==> config.mk <==
export PLATFORM = sky130hd
export DESIGN_NAME = sbg_weigh
export DESIGN_NICKNAME = d
export VERILOG_FILES = /design/src/design/sbg_pkg.sv /design/src/design/sbg_weigh.sv
export SDC_FILE = /design/constraint.sdc
export NUM_CORES = 2
export LEC_CHECK = 0
export BUFFER_PORTS_ARGS = -buffer_cell sky130_fd_sc_hd__buf_4
export CORE_AREA = 2 2 233 235
export CTS_BUF_LIST = sky130_fd_sc_hd__clkbuf_16
export DETAILED_ROUTE_END_ITERATION = 16
export DIE_AREA = 0 0 235 237
export HOLD_SLACK_MARGIN = 0.12
export PLACE_DENSITY = 0.8
export SETUP_SLACK_MARGIN = 0.5
export SYNTH_ARGS = -nofsm -noshare
export SYNTH_HDL_FRONTEND = slang
export SYNTH_SLANG_ARGS = --single-unit
==> constraint.sdc <==
create_clock -name i_clk -period 6.7 [get_ports i_clk]
set_clock_uncertainty 0.2 [all_clocks]
set_input_delay 1.005 -clock i_clk [delete_from_list [all_inputs] [get_ports i_clk]]
set_output_delay 1.005 -clock i_clk [all_outputs]
set_load 0.005 [all_outputs]
==> src/design/sbg_pkg.sv <==
`timescale 1ns / 1ps

package sbg_pkg;

    // field widths
    localparam int OP_W   = 2;
    localparam int IDX_W  = 11;
    localparam int POW_W  = 64;
    localparam int WGT_W  = 17;
    localparam int BAND_W = 7;
    localparam int HALF_W = 32;
    localparam int FRAC_W = 16;
    localparam int PROD_W = HALF_W + WGT_W;

    // input tdata layout, lowest bit first
    localparam int SLOT_LSB  = 0;
    localparam int POWER_LSB = SLOT_LSB + IDX_W;
    localparam int LBIN_LSB  = POWER_LSB + POW_W;
    localparam int UBIN_LSB  = LBIN_LSB + IDX_W;
    localparam int LWGT_LSB  = UBIN_LSB + IDX_W;
    localparam int UWGT_LSB  = LWGT_LSB + WGT_W;
    localparam int IN_USED_W = UWGT_LSB + WGT_W;
    localparam int IN_TDATA_W = ((IN_USED_W + 7) / 8) * 8;

    // output tdata layout, lowest bit first
    localparam int OBAND_LSB  = 0;
    localparam int OPOWER_LSB = OBAND_LSB + BAND_W;
    localparam int OUT_USED_W = OPOWER_LSB + POW_W;
    localparam int OUT_TDATA_W = ((OUT_USED_W + 7) / 8) * 8;
    localparam int OUT_PAD_W  = OUT_TDATA_W - OUT_USED_W;

    typedef enum logic [OP_W-1:0] {
        OP_LOAD_BIN  = 2'd0,
        OP_LOAD_BAND = 2'd1,
        OP_COMPUTE   = 2'd2
    } t_opcode;

    typedef enum logic [2:0] {
        S_IDLE,
        S_TAB,
        S_EDGE_RD,
        S_EDGE_GO,
        S_EDGE_WAIT,
        S_SUM,
        S_OUT
    } t_state;

    typedef enum logic [1:0] {
        PH_LO,
        PH_HI,
        PH_FIN
    } t_wphase;

    // one band table row
    typedef struct packed {
        logic [WGT_W-1:0] lo_w;
        logic [WGT_W-1:0] up_w;
        logic [IDX_W-1:0] lo_bin;
        logic [IDX_W-1:0] up_bin;
    } t_band;

    // add that clamps at all ones
    function automatic logic [POW_W-1:0] sat_add(input logic [POW_W-1:0] a,
                                                 input logic [POW_W-1:0] b);
        logic [POW_W:0] s;
        s = {1'b0, a} + {1'b0, b};
        return s[POW_W] ? {POW_W{1'b1}} : s[POW_W-1:0];
    endfunction

endpackage

==> src/design/sbg_weigh.sv <==
`timescale 1ns / 1ps

// edge weighting: (power * weight) >> 16, saturated, one shared 32x17 multiplier
module sbg_weigh (
    input  logic                       i_clk,
    input  logic                       i_rst_n,
    input  logic                       i_start,
    input  logic [sbg_pkg::POW_W-1:0]  i_power,
    input  logic [sbg_pkg::WGT_W-1:0]  i_weight,
    output logic                       o_done,
    output logic [sbg_pkg::POW_W-1:0]  o_term
);

    logic                        r_busy;
    logic                        r_done;
    sbg_pkg::t_wphase            r_ph;
    logic [sbg_pkg::POW_W-1:0]   r_p;
    logic [sbg_pkg::WGT_W-1:0]   r_w;
    logic [sbg_pkg::PROD_W-1:0]  r_plo;
    logic [sbg_pkg::PROD_W-1:0]  r_phi;
    logic [sbg_pkg::POW_W-1:0]   r_term;

    logic [sbg_pkg::HALF_W-1:0]  mul_a;
    logic [sbg_pkg::PROD_W-1:0]  prod;
    logic [sbg_pkg::POW_W:0]     wsum;
    logic [sbg_pkg::POW_W-1:0]   wterm;

    // low half on the first pass, high half on the second
    always_comb begin
        mul_a = (r_ph == sbg_pkg::PH_LO) ? r_p[sbg_pkg::HALF_W-1:0]
                                         : r_p[sbg_pkg::POW_W-1:sbg_pkg::HALF_W];
        prod  = sbg_pkg::PROD_W'(mul_a) * sbg_pkg::PROD_W'(r_w);
    end

    // recombine partial products; high product at or above 2^48 saturates
    always_comb begin
        wsum = {1'b0, r_phi[sbg_pkg::PROD_W-2:0], {sbg_pkg::FRAC_W{1'b0}}}
             + (sbg_pkg::POW_W+1)'(r_plo[sbg_pkg::PROD_W-1:sbg_pkg::FRAC_W]);
        wterm = (r_phi[sbg_pkg::PROD_W-1] || wsum[sbg_pkg::POW_W])
              ? {sbg_pkg::POW_W{1'b1}} : wsum[sbg_pkg::POW_W-1:0];
    end

    // phase sequencer
    always_ff @(posedge i_clk) begin
        if (!i_rst_n) begin
            r_busy <= 1'b0;
            r_done <= 1'b0;
            r_ph   <= sbg_pkg::PH_LO;
        end else begin
            r_done <= r_busy && (r_ph == sbg_pkg::PH_FIN);
            if (i_start) begin
                r_busy <= 1'b1;
                r_ph   <= sbg_pkg::PH_LO;
            end else if (r_busy) begin
                case (r_ph)
                    sbg_pkg::PH_LO:  r_ph <= sbg_pkg::PH_HI;
                    sbg_pkg::PH_HI:  r_ph <= sbg_pkg::PH_FIN;
                    default: begin
                        r_busy <= 1'b0;
                        r_ph   <= sbg_pkg::PH_LO;
                    end
                endcase
            end
        end
    end

    // operand and product registers
    always_ff @(posedge i_clk) begin
        if (i_start) begin
            r_p <= i_power;
            r_w <= i_weight;
        end
        if (r_busy && r_ph == sbg_pkg::PH_LO) begin
            r_plo <= prod;
        end
        if (r_busy && r_ph == sbg_pkg::PH_HI) begin
            r_phi <= prod;
        end
        if (r_busy && r_ph == sbg_pkg::PH_FIN) begin
            r_term <= wterm;
        end
    end

    assign o_done = r_done;
    assign o_term = r_term;

endmodule

==> summary.txt <==
GRT
  – First-pass GRT wire length: 110900 µm
  – Vias in the first global route: 20890
  – Global route total overflow: 0
  – Met2 usage: 43.83%
  – Met1 usage in global routing: between 30% and 40%
  – Largest net degree at the start of global routing: 72
  – Aggregate global-route resource usage: 25.44%
  – Initial antenna violation count: 2
  – GR peak layer: met2
  – Met3 Track Usage GR: 5.013%

Drt
  – Total Wirelength: 71400 µm
  – DRT iter0 DRCs: 1460
  – DR WL/cell: 19.76 µm
  – Pre-antenna DRT Iters: 5
  – Via Count: 19540
  – Vias/cell: around 5.4
  – Post-route DRC: 0
  – Final antenna-violating net count: 0

STA
  – Tmin final: approximately 7.0 ns
  – Final setup violation count: 46
  – Final Slew Violations: 0
  – RSZ-0062 raised after global routing: true
  – Hold slack: 0.2964 ns
  – Worst Setup Slack, final: -0.3048 ns
  – Slew HR: 21.15%
  – Fmax: 142.8 MHz
  – Slew @ Worst Pin: ~1.2 ns
  – Setup TNS Final: -8.399 ns
  – Final hold violations: 0
  – Final Cycle Share: 104.5%

Floorplan
  – Top-Level Pins: 149
  – Row count: 85
  – Die Wd: 235 µm
  – Core box area: 0.05328 mm²
  – DIE HEIGHT: around 240 µm
  – DIE AREA: 0.05570 mm²
  – Initial core utilization: 49.24%

Worst setup path
  – Crit. End Element: flip-flop
  – Critical path data arrival time: 7.10 ns
  – Setup crit start kind: flip-flop
  – Cell mode on critical path: fa_1
  – Reg2reg start: r_ph[0]
  – CP max-delay cell: fa_1
  – Max incr delay on CP: ~0.60 ns
  – Setup crit start: r_ph[0]
  – CP Max Fanout: 8
  – CP required: 6.80 ns
  – Kind of critical path: reg -> reg

Yosys
  – Syn_area_per_cell: 10.15 µm²
  – EDFF count, synth: 227
  – Synthesized area: approximately 0.026 mm²
  – Fraction of registers with async set or reset after synthesis: 0%
  – Seq cells post-synth: about 230
  – Cells after synthesis: roughly 2600
  – Post-synthesis sequential area ratio: 26.29%
  – Yosys cell types: 58
  – Net Count, Synth: between 3000 and 4000
  – Ys Warns: 0
  – Commonest register cell after synthesis: edfxtp_1

Place
  – Detailed placement HPWL: 55640 µm
  – Dpl ws: -0.3642 ns
  – Dpl cells: 3522
  – GP Congestion: 0.9611
  – IO Port Bufs: 148

Hold path
  – Hold path startpoint: r_plo[21]
  – HP Class: reg -> reg

Clock network
  – TritonCTS clock tree: built
  – Clock Latency Late Sink: 0.59 ns
  – Clock-pin transition on the worst setup and hold timing paths: 0.06 ns
  – Clock root buffer: clkbuf_16
  – Sinks on Clock Net: about 230
  – H-Tree Depth: 1
  – CTS max path bufs: 3
  – TritonCTS buffer count: 26

Layout
  – Commonest cells after routing, fill and taps aside: inv_1, fa_1, nand2_1
  – Most common cell after layout, fill and taps aside: inv_1
  – Final Non-Filler Cells: 3613
  – Layout area overhead: 21.86%
  – Layout cells sized above 1: 22.05%
  – Nets@finish: 3576

Run status
  – Failing checks: setup timing
  – Status: finished with violations

Run
  – Max_cap viols: 0
## cells in the mapped netlist (3+ instances only)
master,instances,area share (%)
nand3_1,16,0.31
and4_1,3,0.10
nor4_1,3,0.072
edfxtp_1,227,26
a31oi_1,6,0.14
nor2_1,45,0.64
nand2b_1,22,0.52
clkbuf_1,96,1.4
a21oi_1,75,1.4
o21bai_1,9,0.26
or2_2,3,0.072
nor2b_1,6,0.14
buf_2,3,0.057
o31ai_1,3,0.086
a211oi_1,5,0.14
o21a_1,10,0.29
fa_1,450,34
mux2_2,32,1.4
o211ai_1,8,0.23
a21o_1,26,0.74
o21ai_0,35,0.67
o21ai_1,11,0.21
nand2_1,439,6.3
buf_4,4,0.11
nor3_1,12,0.23
xor2_1,27,0.90
a211o_1,3,0.10
ha_1,140,6.7
nand4_1,10,0.24
xnor2_1,54,1.8
and2_1,212,5.1
inv_1,543,7.8
and3_1,11,0.26
dfxtp_1,4,0.31
## layer usage
| metal | vias to the layer above | share of wire, % |
|---|---|---|
| met5 | - | 0.027 |
| met4 | 2 | 4.4 |
| met3 | 238 | 8.6 |
| met2 | 1022 | 49 |
| met1 | 9732 | 38 |
| li1 | 8542 | - |
## state kept, by name (all words and copies together), names as in the netlist
register	count
o_done	1
o_term	64
r_busy	1
r_p	64
r_ph	2
r_phi	49
r_plo	33
r_w	17
## cell families (layout without fill, tap and decap cells)
group	after synthesis	count (layout)	synth area share, %
and+or+nand+nor	793	793	14.27
xor gates and xnor gates	81	81	2.704
muxes	32	32	1.373
DFF	231	231	26.29
AOI/OAI and AO/OA	212	212	5.045
adders and majority gates	590	590	41.01
other	0	1	0
buffers and inverters	646	977	9.313
## path summary, 6_finish.rpt
| kind | endpoint | slack (ns) | depth (start not counted) |
|---|---|---|---|
| worst min-delay path | o_term[5] | 0.30 | 1 |
| worst max-delay path | r_phi[37] | -0.30 | 26 |
| worst max register to register | r_phi[37] | -0.30 | 26 |
| worst min register to register | o_term[5] | 0.30 | 1 |
## through the flow
stage / util [%] / instance area [µm²]
final: 60.01 / 31970
after global routing: 60.00 / 31970
after CTS: 58.43 / 31130
after detailed placement: 56.03 / 29860
after global placement: 56.03 / 29860
after floorplan: - / 26710
## timing repair
item / CTS / global route
cloned: 1 / 0
endpoints found under the setup margin: 66 / 67
hold buffers: 0 / 0
setup buffers: 22 / 25
hold endpoints to repair: 0 / 0
resized for setup: 76 / 142
pin swaps: 34 / 74
## worst max-delay path, delay by kind of cell, from the launching register on
kind,cells,cell delay [ns]
AO/OA/AOI/OAI,5,0.87
XOR/XNOR,1,0.11
adder cells (fa/ha/maj),7,3.39
buffers and inverters,8,0.88
flip-flops,1,0.33
multiplexers,1,0.32
AND/OR/NAND/NOR,4,0.59
## cell type report
| cell class | count | area (µm²) |
|---|---|---|
| timing repair buffer | 392 | 3302 |
| sequential | 231 | 6899 |
| clock buffer | 26 | 650.6 |
| antenna | 1 | 2.502 |
| inverter | 543 | 2041 |
| multi-input combinational | 1708 | 18090 |
| clock inverter | 16 | 118.9 |
| tap | 696 | 870.8 |
| fill | 4138 | 21310 |
Power is left out: the tool's default activity adds up to more than one toggle a clock period on the data nets, which glitch-free logic cannot reach.
